**config.mk**
```make
export PLATFORM = sky130hd
export DESIGN_NAME = sha256_block_compress
export DESIGN_NICKNAME = d
export VERILOG_FILES = /design/src/hw/rtl/sha256bc_pkg.sv /design/src/hw/rtl/sha256_block_compress.sv
export SDC_FILE = /design/constraint.sdc
export NUM_CORES = 2
export LEC_CHECK = 0
export BUFFER_PORTS_ARGS = -buffer_cell sky130_fd_sc_hd__buf_2
export CAP_MARGIN = 40
export CORE_MARGIN = 4
export CORE_UTILIZATION = 25
export CTS_BUF_LIST = sky130_fd_sc_hd__clkbuf_4
export DETAILED_ROUTE_END_ITERATION = 10
export PLACE_DENSITY_LB_ADDON = 0.08
export SYNTH_ARGS = -nofsm -noshare
export SYNTH_HDL_FRONTEND = slang
export SYNTH_SLANG_ARGS = --single-unit
```
**constraint.sdc**
```tcl
create_clock -name clk -period 17.6 [get_ports clk]
set_input_delay 2.64 -clock clk [delete_from_list [all_inputs] [get_ports clk]]
set_output_delay 2.64 -clock clk [all_outputs]
set_load 0.02 [all_outputs]
```
**src/hw/rtl/sha256bc_pkg.sv**
```systemverilog
package sha256bc_pkg;

  localparam int unsigned WORD_W        = 32;
  localparam int unsigned HASH_WORDS    = 8;
  localparam int unsigned BLOCK_WORDS   = 16;
  localparam int unsigned ROUNDS        = 64;
  localparam int unsigned POS_W         = $clog2(BLOCK_WORDS);
  localparam int unsigned ROUND_W       = $clog2(ROUNDS);
  localparam int unsigned HIDX_W        = $clog2(HASH_WORDS);
  localparam int unsigned CFG_IDX_W     = 4;

  typedef logic [WORD_W-1:0] word_t;

  // configuration register map
  localparam logic [CFG_IDX_W-1:0] CFG_INIT_HASH_A = 4'd0;
  localparam logic [CFG_IDX_W-1:0] CFG_INIT_HASH_H = 4'd7;

  localparam logic [POS_W-1:0]   POS_LAST   = POS_W'(BLOCK_WORDS - 1);
  localparam logic [ROUND_W-1:0] ROUND_LAST = ROUND_W'(ROUNDS - 1);

  typedef struct packed {
    word_t msg_word;
    logic  message_start;
  } in_t;

  typedef struct packed {
    word_t digest_0;
    word_t digest_1;
    word_t digest_2;
    word_t digest_3;
    word_t digest_4;
    word_t digest_5;
    word_t digest_6;
    word_t digest_7;
  } out_t;

  typedef enum logic [1:0] {
    ST_IDLE,
    ST_ROUND,
    ST_FINAL
  } state_t;

  localparam word_t IV [HASH_WORDS] = '{
    32'h6a09e667, 32'hbb67ae85, 32'h3c6ef372, 32'ha54ff53a,
    32'h510e527f, 32'h9b05688c, 32'h1f83d9ab, 32'h5be0cd19
  };

  localparam word_t ROUND_K [ROUNDS] = '{
    32'h428a2f98, 32'h71374491, 32'hb5c0fbcf, 32'he9b5dba5,
    32'h3956c25b, 32'h59f111f1, 32'h923f82a4, 32'hab1c5ed5,
    32'hd807aa98, 32'h12835b01, 32'h243185be, 32'h550c7dc3,
    32'h72be5d74, 32'h80deb1fe, 32'h9bdc06a7, 32'hc19bf174,
    32'he49b69c1, 32'hefbe4786, 32'h0fc19dc6, 32'h240ca1cc,
    32'h2de92c6f, 32'h4a7484aa, 32'h5cb0a9dc, 32'h76f988da,
    32'h983e5152, 32'ha831c66d, 32'hb00327c8, 32'hbf597fc7,
    32'hc6e00bf3, 32'hd5a79147, 32'h06ca6351, 32'h14292967,
    32'h27b70a85, 32'h2e1b2138, 32'h4d2c6dfc, 32'h53380d13,
    32'h650a7354, 32'h766a0abb, 32'h81c2c92e, 32'h92722c85,
    32'ha2bfe8a1, 32'ha81a664b, 32'hc24b8b70, 32'hc76c51a3,
    32'hd192e819, 32'hd6990624, 32'hf40e3585, 32'h106aa070,
    32'h19a4c116, 32'h1e376c08, 32'h2748774c, 32'h34b0bcb5,
    32'h391c0cb3, 32'h4ed8aa4a, 32'h5b9cca4f, 32'h682e6ff3,
    32'h748f82ee, 32'h78a5636f, 32'h84c87814, 32'h8cc70208,
    32'h90befffa, 32'ha4506ceb, 32'hbef9a3f7, 32'hc67178f2
  };

  function automatic word_t rotr(input word_t x, input int unsigned n);
    rotr = (x >> n) | (x << (WORD_W - n));
  endfunction

  function automatic word_t big_sig0(input word_t x);
    big_sig0 = rotr(x, 2) ^ rotr(x, 13) ^ rotr(x, 22);
  endfunction

  function automatic word_t big_sig1(input word_t x);
    big_sig1 = rotr(x, 6) ^ rotr(x, 11) ^ rotr(x, 25);
  endfunction

  function automatic word_t small_sig0(input word_t x);
    small_sig0 = rotr(x, 7) ^ rotr(x, 18) ^ (x >> 3);
  endfunction

  function automatic word_t small_sig1(input word_t x);
    small_sig1 = rotr(x, 17) ^ rotr(x, 19) ^ (x >> 10);
  endfunction

endpackage

```
**src/hw/rtl/sha256_block_compress.sv**
```systemverilog
// Channel   Ports                              Transfer when
// input     start, busy, in_data               start && !busy at rising edge
// result    out_valid, out_data                out_valid high (one cycle)
// config    cfg_we, cfg_idx, cfg_wdata         cfg_we high at rising edge
//
// Words 0..14 of a block are taken one per cycle; busy stays low.
// The sixteenth word starts the rounds on the shared round unit, followed by
// the hash update; busy is high through both, so no new word is taken.
// The digest strobe is high in the first cycle that busy is low again.
// rst_n is synchronous; it restores the standard initial hash values.
// The receiver cannot stall: out_valid is held for exactly one cycle.
module sha256_block_compress
  import sha256bc_pkg::*;
(
  input  logic                 clk,
  input  logic                 rst_n,
  input  logic                 start,
  output logic                 busy,
  input  in_t                  in_data,
  output logic                 out_valid,
  output out_t                 out_data,
  input  logic                 cfg_we,
  input  logic [CFG_IDX_W-1:0] cfg_idx,
  input  word_t                cfg_wdata
);

  state_t             state_r, state_nxt;
  logic [POS_W-1:0]   pos_r, pos_nxt;
  logic [ROUND_W-1:0] round_r, round_nxt;
  logic               out_valid_r, out_valid_nxt;
  word_t              init_r [HASH_WORDS];
  word_t              hash_r [HASH_WORDS];
  word_t              hash_nxt [HASH_WORDS];
  word_t              wv_r [HASH_WORDS];
  word_t              wv_nxt [HASH_WORDS];
  word_t              win_r [BLOCK_WORDS];
  word_t              win_nxt [BLOCK_WORDS];

  logic  accept;
  word_t t1, t2, ch, maj, w_new;

  assign accept = start && (state_r == ST_IDLE);

  // shared round unit: one compression round and one schedule word per cycle
  always_comb begin
    ch    = (wv_r[4] & wv_r[5]) ^ (~wv_r[4] & wv_r[6]);
    maj   = (wv_r[0] & wv_r[1]) ^ (wv_r[0] & wv_r[2]) ^ (wv_r[1] & wv_r[2]);
    t1    = wv_r[7] + big_sig1(wv_r[4]) + ch + ROUND_K[round_r] + win_r[0];
    t2    = big_sig0(wv_r[0]) + maj;
    w_new = win_r[0] + small_sig0(win_r[1]) + win_r[9] + small_sig1(win_r[14]);
  end

  always_comb begin
    state_nxt     = state_r;
    pos_nxt       = pos_r;
    round_nxt     = round_r;
    out_valid_nxt = 1'b0;
    hash_nxt      = hash_r;
    wv_nxt        = wv_r;
    win_nxt       = win_r;
    case (state_r)
      ST_IDLE: begin
        if (accept) begin
          // a start word reloads the hash and becomes word 0
          if (in_data.message_start) begin
            hash_nxt = init_r;
          end
          for (int i = 0; i < BLOCK_WORDS - 1; i++) begin
            win_nxt[i] = win_r[i+1];
          end
          win_nxt[BLOCK_WORDS-1] = in_data.msg_word;
          if (in_data.message_start) begin
            pos_nxt = POS_W'(1);
          end else begin
            pos_nxt = pos_r + POS_W'(1);
            if (pos_r == POS_LAST) begin
              wv_nxt    = hash_r;
              round_nxt = '0;
              state_nxt = ST_ROUND;
            end
          end
        end
      end
      ST_ROUND: begin
        for (int i = 0; i < BLOCK_WORDS - 1; i++) begin
          win_nxt[i] = win_r[i+1];
        end
        win_nxt[BLOCK_WORDS-1] = w_new;
        wv_nxt[7] = wv_r[6];
        wv_nxt[6] = wv_r[5];
        wv_nxt[5] = wv_r[4];
        wv_nxt[4] = wv_r[3] + t1;
        wv_nxt[3] = wv_r[2];
        wv_nxt[2] = wv_r[1];
        wv_nxt[1] = wv_r[0];
        wv_nxt[0] = t1 + t2;
        round_nxt = round_r + ROUND_W'(1);
        if (round_r == ROUND_LAST) begin
          state_nxt = ST_FINAL;
        end
      end
      ST_FINAL: begin
        for (int i = 0; i < HASH_WORDS; i++) begin
          hash_nxt[i] = hash_r[i] + wv_r[i];
        end
        out_valid_nxt = 1'b1;
        state_nxt     = ST_IDLE;
      end
      default: begin
        state_nxt = ST_IDLE;
      end
    endcase
  end

  always_ff @(posedge clk) begin
    if (!rst_n) begin
      state_r <= ST_IDLE;
    end else begin
      state_r <= state_nxt;
    end
  end

  always_ff @(posedge clk) begin
    if (!rst_n) begin
      pos_r       <= '0;
      round_r     <= '0;
      out_valid_r <= 1'b0;
      init_r      <= IV;
      hash_r      <= IV;
    end else begin
      pos_r       <= pos_nxt;
      round_r     <= round_nxt;
      out_valid_r <= out_valid_nxt;
      hash_r      <= hash_nxt;
      // indexes past the last register are dropped
      if (cfg_we && cfg_idx <= CFG_INIT_HASH_H) begin
        init_r[cfg_idx[HIDX_W-1:0]] <= cfg_wdata;
      end
    end
  end

  always_ff @(posedge clk) begin
    wv_r  <= wv_nxt;
    win_r <= win_nxt;
  end

  assign busy      = (state_r != ST_IDLE);
  assign out_valid = out_valid_r;
  assign out_data  = '{digest_0: hash_r[0], digest_1: hash_r[1],
                       digest_2: hash_r[2], digest_3: hash_r[3],
                       digest_4: hash_r[4], digest_5: hash_r[5],
                       digest_6: hash_r[6], digest_7: hash_r[7]};

`ifndef ASSERT_OFF
  a_strobe_after_final: assert property (@(posedge clk) disable iff (!rst_n)
    out_valid_r |-> $past(state_r == ST_FINAL))
    else $error("digest strobe without hash update");

  a_single_strobe: assert property (@(posedge clk) disable iff (!rst_n)
    out_valid_r |=> !out_valid_r)
    else $error("digest strobe longer than one cycle");

  a_round_advance: assert property (@(posedge clk) disable iff (!rst_n)
    (state_r == ST_ROUND && round_r != ROUND_LAST) |=>
      (state_r == ST_ROUND && round_r == $past(round_r) + ROUND_W'(1)))
    else $error("round counter skipped or left early");

  a_busy_from_last_word: assert property (@(posedge clk) disable iff (!rst_n)
    $rose(busy) |-> $past(accept && pos_r == POS_LAST && !in_data.message_start))
    else $error("compression started without a full block");

  a_idle_round_zero: assert property (@(posedge clk) disable iff (!rst_n)
    (state_r == ST_FINAL) |-> (round_r == '0))
    else $error("round counter did not wrap at block end");
`endif

endmodule
```
==> implementation parameters <==
Parameter                              Value

Logic synthesis
  Number of distinct library cells after synthesis    89
  Synth Cell Area    75100 sq um
  Number of synthesized flops with an enable pin    768
  Count of mapped cells out of synthesis    8127
  Avg Cell Area, Syn    9.24 sq um
  Synthesized netlist net count    8787
  Total of flip-flops plus latches after synthesis    1293
  Share of flip-flops with an asynchronous set or reset    0%
  Most common flop cell mapped by yosys    edfxtp_1
  Yosys warns    0
  Portion of the post-synthesis area used by sequential elements    44.7%

Pwr
  Cell leakage power    around 36 nW
  Power per cell area    ~96 nW/um^2
  Worst VDD drop    0.0502 mV

Cells and area
  Synth-to-Final Area Change    15.6%
  Share of post-route cells with drive strength above 1    13.6%
  Core utilization of the finished layout    29.1%
  Non-filler cells in the finished layout    between 10000 and 15000
  Nets    9186

Hold path
  Path type of the worst min-delay path    flop to flop

Clock tree
  Maximum level of the CTS H-tree    5
  TritonCTS sink count    roughly 1300
  Clock edge transition at the registers on the reported setup and hold paths    roughly 0.070 ns
  CTS tree    done
  Longest Clk Path Bufs    4
  Setup fix buffers added after clock tree synthesis    0
  Clock tree root driver cell    clkbuf_4
  Clock latency at the later pin of the worst-skew pair    1.36 ns
  Hold bufs inserted after CTS    0
  Clock buffer count from CTS    about 400
  Post-CTS Resized    0

GRT
  Number of global-route vias before repair    61600
  Global route overflow    0
  Number of antenna violations at the first check in global routing    43
  Largest net degree at the start of global routing    172
  Total global-route track usage    a little under a quarter
  Wire length of the first global-routing pass    496000 um

Worst setup path
  Crit path launch type    flop
  Slowest Stage Delay on Critical Path    ~0.73 ns
  Type of the worst setup path    flop to flop
  CP Capture Type    flop
  Crit path buffers/inverters    5
  Max stage delay cell, worst path    ha_1
  CP max FO    35
  Top Family by Delay on Critical Path    compound AO/OA/AOI/OAI gates
  Worst EP required    18.64 ns
  Data arrival time at the worst-slack endpoint    10.45 ns

Routing
  WL final    approximately 360000 um
  Antenna Nets Post-Route    0
  Number of iterations in the first detailed-routing pass    6
  DRC violation count after routing    0
  Ratio of routed vias to standard cells    4.96
  Drt initial violations    5731
  Routed wire length per instance    28.2 um
  Routed vias    63500

STA
  Relative slew margins    28.2%
  Min Tclk post-route    9.41 ns
  Final setup violation count    0
  Number of endpoints with negative hold slack in the final report    0
  Final Slew Violations    0
  Unrepaired setup endpoints after global routing    false
  Period utilization    a little over half
  Maximum operating frequency    0.106 GHz
  Pin slew with the least headroom to its limit    1.08 ns
  Setup clock skew after layout    0.166 ns
  Sum Neg Setup Slack    0 ns

Outcome
  Status    finished clean

Flow run
  Max-cap check violation count    0

Die
  Vertical die dimension    556 um
  Starting utilization of the core area    25.2%
  Core ar.    just under 300000 sq um
  Die footprint    between 300000 and 400000 sq um
  I/O pin total    roughly 330
  Row count    200
  DIE WIDTH    556 um

Place
  Cells after DPL    roughly 12000
  Post-detail-place hpwl    around 270000 um
  Total of buffers placed on input and output ports    330
  Gp weighted congestion    slightly below 0.9
stage by stage:
stage | setup WS [ns] | instance area, sq um | total power [W] | hold slack (ns)
2_1_floorplan | 2.84 | 75100 | 0.00462 | 0.400
3_3_place_gp | 8.16 | 80800 | 0.00523 | 0.401
3_5_place_dp | 8.19 | 81500 | 0.00523 | 0.405
4_1_cts | 8.09 | 86800 | 0.00847 | 0.333
5_1_grt | 7.38 | 86800 | 0.00881 | 0.357
6_report | 8.19 | 86900 | 0.00833 | 0.361
kinds of logic (layout without fill, tap and decap cells):
group | after synthesis | in the layout | synth area share (%)
AO/OA/AOI/OAI | 1794 | 1794 | 15.0
XOR/XNOR | 558 | 558 | 6.54
adder cells (fa/ha/maj) | 590 | 590 | 11.8
buffers and inverters | 931 | 1648 | 4.71
flip-flops | 1293 | 1293 | 44.7
multiplexers | 86 | 86 | 1.30
other | 0 | 22 | 0
AND/OR/NAND/NOR | 2875 | 2875 | 16.0
state kept, by name (all words and copies together) (netlist names):
| signal | flops |
|---|---|
| win_r | 512 |
| init_r | 256 |
| out_data | 256 |
| wv_r | 256 |
| round_r | 6 |
| pos_r | 4 |
| state_r | 2 |
| out_valid | 1 |
layer usage:
metal  vias up  part of all wire [%]  global-route usage [%]
li1      29300                     -                       -
met1     31600                    47                    32.3
met2      2184                    44                    35.2
met3       439                   6.1                    3.56
met4         8                   2.9                    6.51
met5         -                 0.021                       0
final timing paths:
kind / start / end / slack, ns / cells past startpoint
setup reg to reg: round_r[0] / wv_r[255] / 8.19 / 33
hold / removal: win_r[19] / win_r[51] / 0.36 / 0
hold reg to reg: win_r[19] / win_r[51] / 0.36 / 0
setup / recovery: round_r[0] / wv_r[255] / 8.19 / 33
synthesized netlist by cell type, types with 9 or more instances:
cell type  instances  area [sq um]
or2_2             14          87.6
or4_1             11          82.6
clkbuf_1         393          1480
o211ai_1          39           293
a211oi_1          55           413
o21ai_0          396          1980
edfxtp_1         768         23100
o221ai_1          13           114
nor3b_1            9          67.6
a21o_1           205          1540
and3_1            40           250
clkbuf_2          31           155
a21oi_1          617          3090
a31oi_1           51           319
nand3_1          256          1280
buf_1             30           113
a311oi_1          81           709
nand4_1           31           194
and2_1            21           131
fa_1             195          3900
ha_1             392          4900
or3_1             25           156
nand2_1         1944          7300
nor3_1            66           330
o311ai_0          14           123
nor2_1           324          1220
a31o_2            14           123
o21a_1            49           368
nor2b_1           37           231
o31ai_1           23           173
a211o_1           17           149
nand2b_1          56           350
inv_1            471          1770
o22ai_1           23           144
nand3b_1          11          82.6
mux2_2            12           135
a221oi_1          15           131
xnor2_1          341          2990
a32oi_1           28           245
xor2_1           215          1880
o21bai_1          33           248
dfxtp_1          525         10500
nor4_1            11          68.8
mux2i_1           66           661
power breakdown:
part	internal [W]	switching, W
Combinational	0.000647	0.00114
Sequential	0.00330	0.0000879
Clock	0.00167	0.00149
Total	0.00561	0.00271
placed cells by master, fill, tap and decap left out, types with 14 or more instances in the layout:
| master | synthesis | layout |
|---|---|---|
| nor2_1 | 324 | 321 |
| nand2b_1 | 56 | 54 |
| buf_4 | 0 | 84 |
| o31ai_1 | 23 | 23 |
| a32oi_1 | 28 | 28 |
| xnor2_1 | 341 | 341 |
| nand2_1 | 1944 | 1939 |
| fa_1 | 195 | 195 |
| or3_1 | 25 | 23 |
| diode_2 | 0 | 22 |
| o22ai_1 | 23 | 23 |
| a31o_2 | 14 | 14 |
| nor2b_1 | 37 | 35 |
| o21a_1 | 49 | 49 |
| nor3_1 | 66 | 63 |
| inv_1 | 471 | 469 |
| xor2_1 | 215 | 215 |
| and2_1 | 21 | 19 |
| nand3_1 | 256 | 256 |
| a21oi_1 | 617 | 617 |
| buf_12 | 0 | 22 |
| o21bai_1 | 33 | 33 |
| edfxtp_1 | 768 | 768 |
| a21o_1 | 205 | 205 |
| and3_1 | 40 | 40 |
| a211o_1 | 17 | 17 |
| clkbuf_4 | 0 | 625 |
| o311ai_0 | 14 | 14 |
| dfxtp_1 | 525 | 520 |
| o211ai_1 | 39 | 39 |
| nand4_1 | 31 | 31 |
| ha_1 | 392 | 392 |
| a31oi_1 | 51 | 51 |
| a311oi_1 | 81 | 81 |
| a211oi_1 | 55 | 55 |
| clkinv_1 | 4 | 64 |
| mux2i_1 | 66 | 66 |
| a221oi_1 | 15 | 15 |
| buf_2 | 2 | 335 |
| o21ai_0 | 396 | 396 |
cell type report:
cell class                      count  area (sq um)
Multi-Input combinational cell   5903         38100
Sequential cell                  1293         33600
Antenna cell                       22          55.1
Inverter                          475          1790
Clock buffer                      624          4680
Fill cell                       31800        211000
Tap cell                         3939          4930
Clock inverter                     93           578
Timing Repair Buffer              456          3130
Note: power is estimated with default switching activity, not from simulation.
